==> src/design/ipv4tcp_pkg.sv <==
package ipv4tcp_pkg;

    // field positions in the ipv4 header
    localparam logic [15:0] POS_VER_IHL   = 16'd0;
    localparam logic [15:0] POS_LEN_HI    = 16'd2;
    localparam logic [15:0] POS_LEN_LO    = 16'd3;
    localparam logic [15:0] POS_PROTO     = 16'd9;
    localparam logic [15:0] POS_SRC_FIRST = 16'd12;
    localparam logic [15:0] POS_SRC_LAST  = 16'd15;
    localparam logic [15:0] POS_DST_FIRST = 16'd16;
    localparam logic [15:0] POS_DST_LAST  = 16'd19;

    // field positions in the tcp header, relative to its start
    localparam logic [15:0] TCP_SPORT_LAST = 16'd1;
    localparam logic [15:0] TCP_DPORT_LAST = 16'd3;
    localparam logic [15:0] TCP_SEQ_LAST   = 16'd7;
    localparam logic [15:0] TCP_ACK_LAST   = 16'd11;
    localparam logic [15:0] TCP_OFFSET     = 16'd12;
    localparam logic [15:0] TCP_FLAGS      = 16'd13;

    // saturation point of the byte count
    localparam logic [15:0] COUNT_MAX = 16'hFFFF;

    // validity checks
    localparam logic [7:0]  PROTO_TCP     = 8'd6;
    localparam logic [15:0] MIN_HDR_BYTES = 16'd20;
    localparam logic [3:0]  IP_VERSION    = 4'd4;
    localparam logic [3:0]  MIN_WORDS     = 4'd5;

    // per-packet capture state, also the record handed to the checker
    typedef struct packed {
        logic [15:0] byte_count;
        logic [7:0]  first_byte;
        logic [7:0]  protocol;
        logic [15:0] ip_length;
        logic [31:0] src_addr;
        logic [31:0] dst_addr;
        logic [15:0] tcp_sport;
        logic [15:0] tcp_dport;
        logic [31:0] seq_num;
        logic [31:0] ack_num;
        logic [3:0]  offset_words;
        logic [7:0]  flags;
    } t_pkt_rec;

    // one result beat
    typedef struct packed {
        logic        valid_res;
        logic [31:0] source_address;
        logic [31:0] dest_address;
        logic [15:0] source_port;
        logic [15:0] dest_port;
        logic [31:0] sequence_number;
        logic [31:0] ack_number;
        logic [7:0]  flag_bits;
        logic [15:0] payload_length;
    } t_result;

endpackage

==> src/design/ipv4tcp_capture.sv <==
module ipv4tcp_capture (
    input  logic                  i_clk,
    input  logic                  i_rst_n,
    input  logic                  i_valid,
    output logic                  o_stall,
    input  logic [7:0]            i_data_byte,
    input  logic                  i_last_byte,
    output ipv4tcp_pkg::t_pkt_rec o_rec,
    output logic                  o_rec_vld,
    input  logic                  i_rec_take
);

    ipv4tcp_pkg::t_pkt_rec r_st;
    ipv4tcp_pkg::t_pkt_rec n_st;
    ipv4tcp_pkg::t_pkt_rec r_rec;
    logic                  r_rec_vld;

    logic [15:0] byte_pos;
    logic [5:0]  tcp_base;
    logic [15:0] tcp_rel;
    logic        beat;

    // a last byte needs the record slot, so hold off only while it is full
    assign o_stall   = r_rec_vld && !i_rec_take;
    assign beat      = i_valid && !o_stall;
    assign o_rec     = r_rec;
    assign o_rec_vld = r_rec_vld;

    // the ihl of the current byte counts when it is the version/ihl byte itself
    assign byte_pos = r_st.byte_count;
    assign tcp_base = (byte_pos == ipv4tcp_pkg::POS_VER_IHL) ?
                      {i_data_byte[3:0], 2'b00} : {r_st.first_byte[3:0], 2'b00};
    assign tcp_rel  = byte_pos - {10'd0, tcp_base};

    // field capture for the current byte
    always_comb begin
        n_st = r_st;
        if (byte_pos == ipv4tcp_pkg::POS_VER_IHL) begin
            n_st.first_byte = i_data_byte;
        end else if (byte_pos == ipv4tcp_pkg::POS_LEN_HI ||
                     byte_pos == ipv4tcp_pkg::POS_LEN_LO) begin
            n_st.ip_length = {r_st.ip_length[7:0], i_data_byte};
        end else if (byte_pos == ipv4tcp_pkg::POS_PROTO) begin
            n_st.protocol = i_data_byte;
        end else if (byte_pos >= ipv4tcp_pkg::POS_SRC_FIRST &&
                     byte_pos <= ipv4tcp_pkg::POS_SRC_LAST) begin
            n_st.src_addr = {r_st.src_addr[23:0], i_data_byte};
        end else if (byte_pos >= ipv4tcp_pkg::POS_DST_FIRST &&
                     byte_pos <= ipv4tcp_pkg::POS_DST_LAST) begin
            n_st.dst_addr = {r_st.dst_addr[23:0], i_data_byte};
        end

        // tcp fields sit after the ip header, located by the ihl
        if (byte_pos >= {10'd0, tcp_base}) begin
            if (tcp_rel <= ipv4tcp_pkg::TCP_SPORT_LAST) begin
                n_st.tcp_sport = {r_st.tcp_sport[7:0], i_data_byte};
            end else if (tcp_rel <= ipv4tcp_pkg::TCP_DPORT_LAST) begin
                n_st.tcp_dport = {r_st.tcp_dport[7:0], i_data_byte};
            end else if (tcp_rel <= ipv4tcp_pkg::TCP_SEQ_LAST) begin
                n_st.seq_num = {r_st.seq_num[23:0], i_data_byte};
            end else if (tcp_rel <= ipv4tcp_pkg::TCP_ACK_LAST) begin
                n_st.ack_num = {r_st.ack_num[23:0], i_data_byte};
            end else if (tcp_rel == ipv4tcp_pkg::TCP_OFFSET) begin
                n_st.offset_words = i_data_byte[7:4];
            end else if (tcp_rel == ipv4tcp_pkg::TCP_FLAGS) begin
                n_st.flags = i_data_byte;
            end
        end

        // saturating byte count
        if (byte_pos == ipv4tcp_pkg::COUNT_MAX) begin
            n_st.byte_count = byte_pos;
        end else begin
            n_st.byte_count = byte_pos + 16'd1;
        end
    end

    // state update, record hand-over on the last byte
    always_ff @(posedge i_clk) begin
        if (!i_rst_n) begin
            r_st      <= '0;
            r_rec     <= '0;
            r_rec_vld <= 1'b0;
        end else begin
            if (i_rec_take) begin
                r_rec_vld <= 1'b0;
            end
            if (beat) begin
                if (i_last_byte) begin
                    r_rec     <= n_st;
                    r_rec_vld <= 1'b1;
                    r_st      <= '0;
                end else begin
                    r_st <= n_st;
                end
            end
        end
    end

endmodule

==> src/design/ipv4tcp_check.sv <==
module ipv4tcp_check (
    input  logic                  i_clk,
    input  logic                  i_rst_n,
    input  ipv4tcp_pkg::t_pkt_rec i_rec,
    input  logic                  i_rec_vld,
    output logic                  o_rec_take,
    output ipv4tcp_pkg::t_result  o_res,
    output logic                  o_valid,
    input  logic                  i_stall
);

    ipv4tcp_pkg::t_result r_res;
    ipv4tcp_pkg::t_result n_res;
    logic                 r_out_vld;

    logic [3:0]  ihl;
    logic [15:0] ip_len;
    logic [15:0] tcp_len;
    logic [15:0] tcp_avail;
    logic        ip_ok;
    logic        pkt_ok;
    logic        out_ready;

    assign out_ready  = !r_out_vld || !i_stall;
    assign o_rec_take = i_rec_vld && out_ready;
    assign o_res      = r_res;
    assign o_valid    = r_out_vld;

    assign ihl       = i_rec.first_byte[3:0];
    assign ip_len    = {10'd0, ihl, 2'b00};
    assign tcp_len   = {10'd0, i_rec.offset_words, 2'b00};
    assign tcp_avail = i_rec.ip_length - ip_len;

    // ip header and length checks
    assign ip_ok = i_rec.byte_count >= ipv4tcp_pkg::MIN_HDR_BYTES
        && i_rec.first_byte[7:4] == ipv4tcp_pkg::IP_VERSION
        && ihl >= ipv4tcp_pkg::MIN_WORDS
        && i_rec.byte_count >= ip_len
        && i_rec.protocol == ipv4tcp_pkg::PROTO_TCP
        && i_rec.ip_length >= ip_len + ipv4tcp_pkg::MIN_HDR_BYTES
        && i_rec.byte_count >= i_rec.ip_length;

    // tcp header checks
    assign pkt_ok = ip_ok
        && i_rec.offset_words >= ipv4tcp_pkg::MIN_WORDS
        && tcp_avail >= tcp_len;

    // result fields, all zero for a rejected packet
    always_comb begin
        n_res = '0;
        if (pkt_ok) begin
            n_res.valid_res       = 1'b1;
            n_res.source_address  = i_rec.src_addr;
            n_res.dest_address    = i_rec.dst_addr;
            n_res.source_port     = i_rec.tcp_sport;
            n_res.dest_port       = i_rec.tcp_dport;
            n_res.sequence_number = i_rec.seq_num;
            n_res.ack_number      = i_rec.ack_num;
            n_res.flag_bits       = i_rec.flags;
            n_res.payload_length  = tcp_avail - tcp_len;
        end
    end

    // result register
    always_ff @(posedge i_clk) begin
        if (!i_rst_n) begin
            r_out_vld <= 1'b0;
            r_res     <= '0;
        end else begin
            if (out_ready) begin
                r_out_vld <= i_rec_vld;
            end
            if (o_rec_take) begin
                r_res <= n_res;
            end
        end
    end

endmodule

==> src/design/ipv4_tcp_header_parser_core.sv <==
// IPv4/TCP header parser. Packet bytes enter one per beat, starting at IPv4
// header byte zero, with i_last_byte marking the final byte; one byte is taken
// every cycle while o_stall is low. Each byte updates the field capture
// registers, and the last byte moves the captured fields into a record
// register and clears the capture state, so the next packet may follow in the
// very next cycle. The record is checked combinationally and the result is
// registered when the result register is free or not stalled; o_valid rises
// when it is loaded. Input is stalled only when a finished record cannot move
// on because the result register is full and stalled. A rejected packet
// reports o_valid_res low with every other field zero.
module ipv4_tcp_header_parser_core (
    input  logic        i_clk,
    input  logic        i_rst_n,
    input  logic        i_valid,
    output logic        o_stall,
    input  logic [7:0]  i_data_byte,
    input  logic        i_last_byte,
    output logic        o_valid,
    input  logic        i_stall,
    output logic        o_valid_res,
    output logic [31:0] o_source_address,
    output logic [31:0] o_dest_address,
    output logic [15:0] o_source_port,
    output logic [15:0] o_dest_port,
    output logic [31:0] o_sequence_number,
    output logic [31:0] o_ack_number,
    output logic [7:0]  o_flag_bits,
    output logic [15:0] o_payload_length
);

    ipv4tcp_pkg::t_pkt_rec rec;
    logic                  rec_vld;
    logic                  rec_take;
    ipv4tcp_pkg::t_result  res;

    // byte capture
    ipv4tcp_capture u_capture (
        .i_clk       (i_clk),
        .i_rst_n     (i_rst_n),
        .i_valid     (i_valid),
        .o_stall     (o_stall),
        .i_data_byte (i_data_byte),
        .i_last_byte (i_last_byte),
        .o_rec       (rec),
        .o_rec_vld   (rec_vld),
        .i_rec_take  (rec_take)
    );

    // packet checks and result register
    ipv4tcp_check u_check (
        .i_clk      (i_clk),
        .i_rst_n    (i_rst_n),
        .i_rec      (rec),
        .i_rec_vld  (rec_vld),
        .o_rec_take (rec_take),
        .o_res      (res),
        .o_valid    (o_valid),
        .i_stall    (i_stall)
    );

    assign o_valid_res       = res.valid_res;
    assign o_source_address  = res.source_address;
    assign o_dest_address    = res.dest_address;
    assign o_source_port     = res.source_port;
    assign o_dest_port       = res.dest_port;
    assign o_sequence_number = res.sequence_number;
    assign o_ack_number      = res.ack_number;
    assign o_flag_bits       = res.flag_bits;
    assign o_payload_length  = res.payload_length;

endmodule
==> config.mk <==
export PLATFORM = sky130hd
export DESIGN_NAME = ipv4_tcp_header_parser_core
export DESIGN_NICKNAME = d
export VERILOG_FILES = /design/src/design/ipv4tcp_pkg.sv /design/src/design/ipv4tcp_capture.sv /design/src/design/ipv4tcp_check.sv /design/src/design/ipv4_tcp_header_parser_core.sv
export SDC_FILE = /design/constraint.sdc
export NUM_CORES = 1
export LEC_CHECK = 0
export ABC_AREA = 1
export BUFFER_PORTS_ARGS = -buffer_cell sky130_fd_sc_hd__buf_2
export CAP_MARGIN = 20
export CORE_MARGIN = 2
export CORE_UTILIZATION = 23
export DETAILED_ROUTE_END_ITERATION = 8
export PLACE_DENSITY = 0.45
export SKIP_CTS_REPAIR_TIMING = 1
export SLEW_MARGIN = 20
export SYNTH_ARGS = -nofsm -noshare
export SYNTH_HDL_FRONTEND = slang
export SYNTH_SLANG_ARGS = --single-unit
==> constraint.sdc <==
create_clock -name i_clk -period 3.97 [get_ports i_clk]
set_input_delay 0.9925 -clock i_clk [delete_from_list [all_inputs] [get_ports i_clk]]
set_output_delay 0.9925 -clock i_clk [all_outputs]
set_load 0.01 [all_outputs]
==> results of run 1 <==
## area by class of cell
| type | instances | area [µm²] | area share |
|---|---|---|---|
| Clock inverter | 25 | 334 | 0.0100 |
| Multi-Input combinational cell | 2500 | 12800 | 0.383 |
| Tap cell | 1612 | 2020 | 0.0605 |
| Clock buffer | 111 | 2290 | 0.0687 |
| Inverter | 355 | 1350 | 0.0404 |
| Sequential cell | 627 | 12600 | 0.377 |
| Timing Repair Buffer | 295 | 2030 | 0.0608 |
## power by group through the flow
stage | combinational (µW) | clock, µW | sequential, µW
final | 1050 | 7360 | 6520
after global routing | 1200 | 7850 | 6530
after CTS | 1080 | 7610 | 6520
after detailed placement | 1070 | 0 | 6660
after global placement | 1070 | 0 | 6660
after floorplan | 720 | 0 | 6620
## cells in the final DEF (no fill, tap or decap), types with 70 or more instances in the layout
| master | Yosys | final |
|---|---|---|
| inv_1 | 346 | 345 |
| nand2_1 | 925 | 921 |
| o21bai_1 | 121 | 121 |
| nand3_1 | 320 | 320 |
| o21ai_0 | 286 | 284 |
| clkbuf_16 | 0 | 82 |
| a21oi_1 | 524 | 524 |
| buf_2 | 34 | 198 |
| dfxtp_1 | 627 | 627 |
| buf_4 | 1 | 70 |
## critical path: stages (launching register included)
cell	delay, ns
dfxtp_1	0.32
inv_1	0.07
ha_1	0.22
nand2_2	0.11
nor2_8	0.18
nand2_4	0.08
buf_4	0.20
nand2_1	0.09
o21ai_2	0.06
ha_1	0.43
nand3_1	0.11
nor4_1	0.35
nand3_1	0.13
nand2_1	0.07
nor2_1	0.04
nor3_2	0.18
buf_12	0.19
nand4_4	0.15
buf_12	0.18
nand2_1	0.05
nand2_1	0.08
o21bai_1	0.13
inv_1	0.05
## per-layer routing
layer,vias to the layer above,global-route usage,routed length [µm]
li1,12549,-,-
met1,11281,0.190,42300
met5,-,0,82
met2,380,0.237,41800
met4,12,0.0337,1760
met3,116,0.0320,4320
## cells by family (layout without fill, tap and decap cells)
family | after synthesis | count (layout)
buf+inv | 618 | 786
mux | 40 | 40
xor+xnor | 34 | 34
fa+ha+maj | 47 | 47
flops | 627 | 627
compound gates | 961 | 961
simple gates | 1418 | 1418
## state kept, by name, indices dropped and copies added, names as in the netlist
| register | count |
|---|---|
| u_check.o_valid | 1 |
| u_capture.o_rec_vld | 1 |
| u_check.o_res | 185 |
| u_capture.r_st | 204 |
| u_capture.o_rec | 220 |
| u_capture.byte_pos | 16 |
## through the flow
stage	cells	hold WS, ns
after floorplan	3745	0.443
after global placement	5383	0.449
after detailed placement	5383	0.452
after CTS	5519	0.453
after global routing	5525	0.475
final	5525	0.446
## final timing paths
kind | to | slack (ns) | depth (start not counted) | from
worst max-delay path | u_capture.o_rec[87]$_SDFFE_PN0P_ | 0.37 | 22 | u_capture.byte_pos[1]$_SDFFE_PN0P_
worst min register to register | u_check.o_res[146]$_SDFFE_PN0P_ | 0.45 | 2 | u_capture.o_rec[134]$_SDFFE_PN0P_
worst max register to register | u_capture.o_rec[87]$_SDFFE_PN0P_ | 0.37 | 22 | u_capture.byte_pos[1]$_SDFFE_PN0P_
worst min-delay path | u_check.o_res[146]$_SDFFE_PN0P_ | 0.45 | 2 | u_capture.o_rec[134]$_SDFFE_PN0P_
==> impl_metrics.tcl, run 1 <==
set metrics [dict create \
    status "finished, final reports clean" \
    rsz0062_at_grt "no" \
    synthAdderAreaFrac 0.0218 \
    die-area_mm2 0.123 \
    endpoint_kind "flip-flop" \
    wirelength_mm 90.3 \
    antennaDiodeCount 0 \
    min_period_ns 3.60 \
    place_congestion 0.810 \
    drv_slew 0 \
    synth_edf_count 0 \
    fillers 13030 \
    ant_nets 0 \
    synth_xor_xnor_area_share 0.0108 \
    finalSetupTns_ns 0 \
    finalCritPeriodShare 0.907 \
    synth_fp_nets 3805 \
    p_int_uw 11200 \
    start_util 0.231 \
    netlist_top_cells_count "nand2_1, dfxtp_1, a21oi_1, inv_1, nand3_1" \
    clock_skew_ns 0.0320 \
    p_per_area_mw_per_mm2 448 \
    max_cap_viol_count 0 \
    clockBufferDepth 3 \
    yosys-mux-area-fraction 0.0163 \
    cts-htree-levels 3 \
    synth_top_cell_by_area "dfxtp_1" \
    cts_tree "yes" \
    synthSimpleGateAreaFrac 0.223 \
    ys_seq_area_frac 0.454 \
    yosysWarnings 0 \
    gr-total-overflow 0 \
    clockRootBuffer "clkbuf_16" \
    grt_pass1_wl_mm 139 \
    placed_area_mm2 0.0306 \
    synth.top_cells.by_area "dfxtp_1, nand2_1, a21oi_1" \
    finalSetupViolCount 0 \
    worstMarginPinSlew_ns 1.01 \
    core-area_mm2 0.120 \
    critPathLaunchType "flip-flop" \
    maxSlewHeadroom 0.329 \
    arrival_ns 4.12 \
    pre_cts_ws_ns 0.0595 \
    grt_max_degree 196 \
    crit_fanout 17 \
    nNetsFinal 3917 \
    synth_top_family_by_area "simple AND/OR/NAND/NOR gates" \
    drt_iter0_drc 1415 \
    fp-row-count 127 \
    ys.flop_type "dfxtp_1" \
    portBuffers 199 \
    via_per_inst 4.41 \
    firstDrtPassIters 5 \
    area_delta_synth_final_pct 20.5 \
    chipHeight_um 351 \
    power_uw 14900 \
    max_freq_ghz 0.278 \
    die_x_um 351 \
    grt_pass1_vias 23162 \
    hold_class "reg2reg" \
    critPathKind "reg2reg" \
    drive_above_1_share 0.132 \
    avgSynthCellArea_um2 7.38 \
    insertion_delay_ns 0.64 \
    power_frac_clock 0.493 \
    synth.most_common_cell "nand2_1" \
    p_sw_uw 3720 \
    final_hold_viol_count 0 \
    grt_usage 0.143 \
    pwr-share-comb 0.071 \
    cts.clk_slew.worst_paths_ns 0.07 \
    syn_inst 3745 \
    num_vias 24338 \
    ys_seq_elements 627 \
    pwr-share-seq 0.437 \
    setup_slack_ns 0.370 \
    drt-wirelength-per-cell_um 16.3 \
    cts_sinks 627 \
    antenna_found_initial 6 \
    syn_area_mm2 0.0277 \
    final_area_mm2 0.0333 \
    dp.final_hpwl_mm 56.8 \
    cts_made_buffers 78 \
    synthDistinctLibCells 44 \
    ir_worst_vdd_mv 0.287 \
    p_leak_uw 0.0137 \
    synth_compound_area_frac 0.186 \
    yosys.area.top_type_share 0.454 \
    drc 0 \
    required_ns 4.50 \
    fin_util 0.278 \
    pin_count 200 \
    p_sw_frac 0.249 \
    synthArstFlopShare 0 \
]
No activity file was read; power rests on OpenSTA's default activity.
==> inputs of run 2 (changes only) <==
Settings changed: CORE_UTILIZATION 23 to 60, PLACE_DENSITY 0.45 to 0.86.
==> run 2 against run 1 <==
Effect of this change: flip-flop and latch count did not move; hold slack better by 0.013 ns; global-route usage grew 15 points; clock skew fell by 0.0031 ns; clock power fell by 14%; critical path depth grew 5; non-clock buffer count down 20; maximum frequency shrank 3.2%; core utilization increased by 41 points; worst setup slack got worse by 0.12 ns; sequential share of layout area is 2.2 points higher; routed wire length shrank 20%; critical endpoint is now u_capture.o_rec[85]$_SDFFE_PN0P_.
==> impl_metrics.tcl, run 2 (synthesized netlist as in run 1, its figures left out) <==
set metrics [dict create \
    grtUsageMet1 0.393 \
    drt_iter0_drc 2546 \
    dp.final_hpwl_mm 44.3 \
    num_vias 24981 \
    via_per_inst 5.58 \
    multi_input_area_mm2 0.0127 \
    area_delta_synth_final_pct 13.7 \
    insertion_delay_ns 0.65 \
    max_cap_viol_count 0 \
    gr-total-overflow 0 \
    clockRootBuffer "clkbuf_16" \
    placed_area_mm2 0.0292 \
    grt_max_degree 212 \
    worstMarginPinSlew_ns 1.09 \
    grtUsageMet2 0.498 \
    chipHeight_um 219 \
    hold_class "reg2reg" \
    die-area_mm2 0.0478 \
    largest_reg_flops 220 \
    critPathKind "reg2reg" \
    ant_nets 0 \
    grt_pass1_wl_mm 117 \
    rsz0062_at_grt "yes" \
    max_freq_ghz 0.269 \
    drt-wirelength-per-cell_um 16.1 \
    min_period_ns 3.72 \
    met3_usage 0.0438 \
    p_per_area_mw_per_mm2 441 \
    grt_pass1_vias 23308 \
    antenna_found_initial 1 \
    path_common_cell "nand2_1" \
    pin_count 200 \
    cts_sinks 627 \
    fillers 3809 \
    ir_worst_vdd_mv 0.377 \
    cts-htree-levels 2 \
    fin_hold_ws_ns 0.459 \
    place_congestion 0.910 \
    nNetsFinal 3880 \
    critPathLaunchType "flip-flop" \
    portBuffers 199 \
    critical_path.max_stage_delay_ns 0.33 \
    fp-row-count 78 \
    final_common_cell "nand2_1" \
    clockBufferDepth 3 \
    clock_skew_ns 0.0289 \
    seq_area_mm2 0.0126 \
    grt-busiest-layer "met2" \
    p_leak_uw 0.0134 \
    die_x_um 219 \
    firstDrtPassIters 7 \
    grt_usage 0.297 \
    core-area_mm2 0.0455 \
    critPathSlowestCell "dfxtp_1" \
    drc 0 \
    start_util 0.608 \
    final_hold_viol_count 0 \
    required_ns 4.50 \
    finalSetupTns_ns 0 \
    finalSetupViolCount 0 \
    finalCritPeriodShare 0.936 \
    maxSlewHeadroom 0.274 \
    status "finished, final reports clean" \
    drive_above_1_share 0.123 \
    final_cell_mix "nand2_1, dfxtp_1, a21oi_1, inv_1, nand3_1" \
    drv_slew 0 \
    final_area_mm2 0.0314 \
    arrival_ns 4.25 \
    wirelength_mm 72.2 \
    endpoint_kind "flip-flop" \
    crit_fanout 12 \
    cts_tree "yes" \
    r2r_slack_ns 0.25 \
    cts_made_buffers 61 \
    cts.clk_slew.worst_paths_ns 0.06 \
]
[run 2: changes by cell type in the layout (fill, tap and decap cells not counted), moves of 2 or more]
cell        previous run  this run
clkbuf_16             82        61
buf_4                 70        56
clkbuf_1              15        10
bufinv_16              7        11
clkinv_4               0         4
buf_12                22        19
buf_6                  4         1
clkinvlp_4             3         1
o21ai_2                3         1
[run 2: metal layers]
layer | routed length [µm] | part of all wire | up-vias
met5 | 0 | 0 | -
met4 | 1900 | 0.026 | 0
met3 | 4200 | 0.058 | 124
met2 | 34500 | 0.48 | 673
met1 | 31600 | 0.44 | 11734
li1 | - | - | 12450
[run 2: layout make-up]
class / instances / area share
antenna: 1 / 0.0000796
clock buffer: 85 / 0.0559
clock inverter: 30 / 0.0149
inverter: 355 / 0.0429
multi-input combinational: 2500 / 0.405
sequential: 627 / 0.399
tap: 600 / 0.0239
timing repair buffer: 275 / 0.0578
[run 2: metrics by stage]
stage	total power, µW	cells	util	worst slack (ns)
3_5_place_dp	7630	4351	0.641	0.163
2_1_floorplan	7340	3745	-	0.442
3_3_place_gp	7610	4351	0.641	0.213
5_1_grt	14300	4473	0.691	-0.0258
4_1_cts	13900	4466	0.690	0.193
6_report	13900	4473	0.691	0.252
[run 2: critical path, delay by kind of cell (launching register included)]
kind                     cells  cell delay, ns
AO/OA/AOI/OAI                2            0.30
flip-flops                   1            0.33
buffers and inverters        8            0.89
AND/OR/NAND/NOR             15            1.55
adder cells (fa/ha/maj)      2            0.54
[run 2: path summary, 6_finish.rpt]
kind / from / endpoint / cells past startpoint
worst max-delay path: u_capture.byte_pos[1]$_SDFFE_PN0P_ / u_capture.o_rec[85]$_SDFFE_PN0P_ / 27
worst min-delay path: u_check.o_res[52]$_SDFFE_PN0P_ / u_check.o_res[52]$_SDFFE_PN0P_ / 2
worst min register to register: u_check.o_res[52]$_SDFFE_PN0P_ / u_check.o_res[52]$_SDFFE_PN0P_ / 2
worst max register to register: u_capture.byte_pos[1]$_SDFFE_PN0P_ / u_capture.o_rec[85]$_SDFFE_PN0P_ / 27
[run 2: power breakdown]
part           internal (µW)  switching, µW  leakage [µW]
Clock                   3810           2530       0.00110
Combinational            305            687       0.00724
Sequential              6430           87.1       0.00509
Total                  10500           3310        0.0134
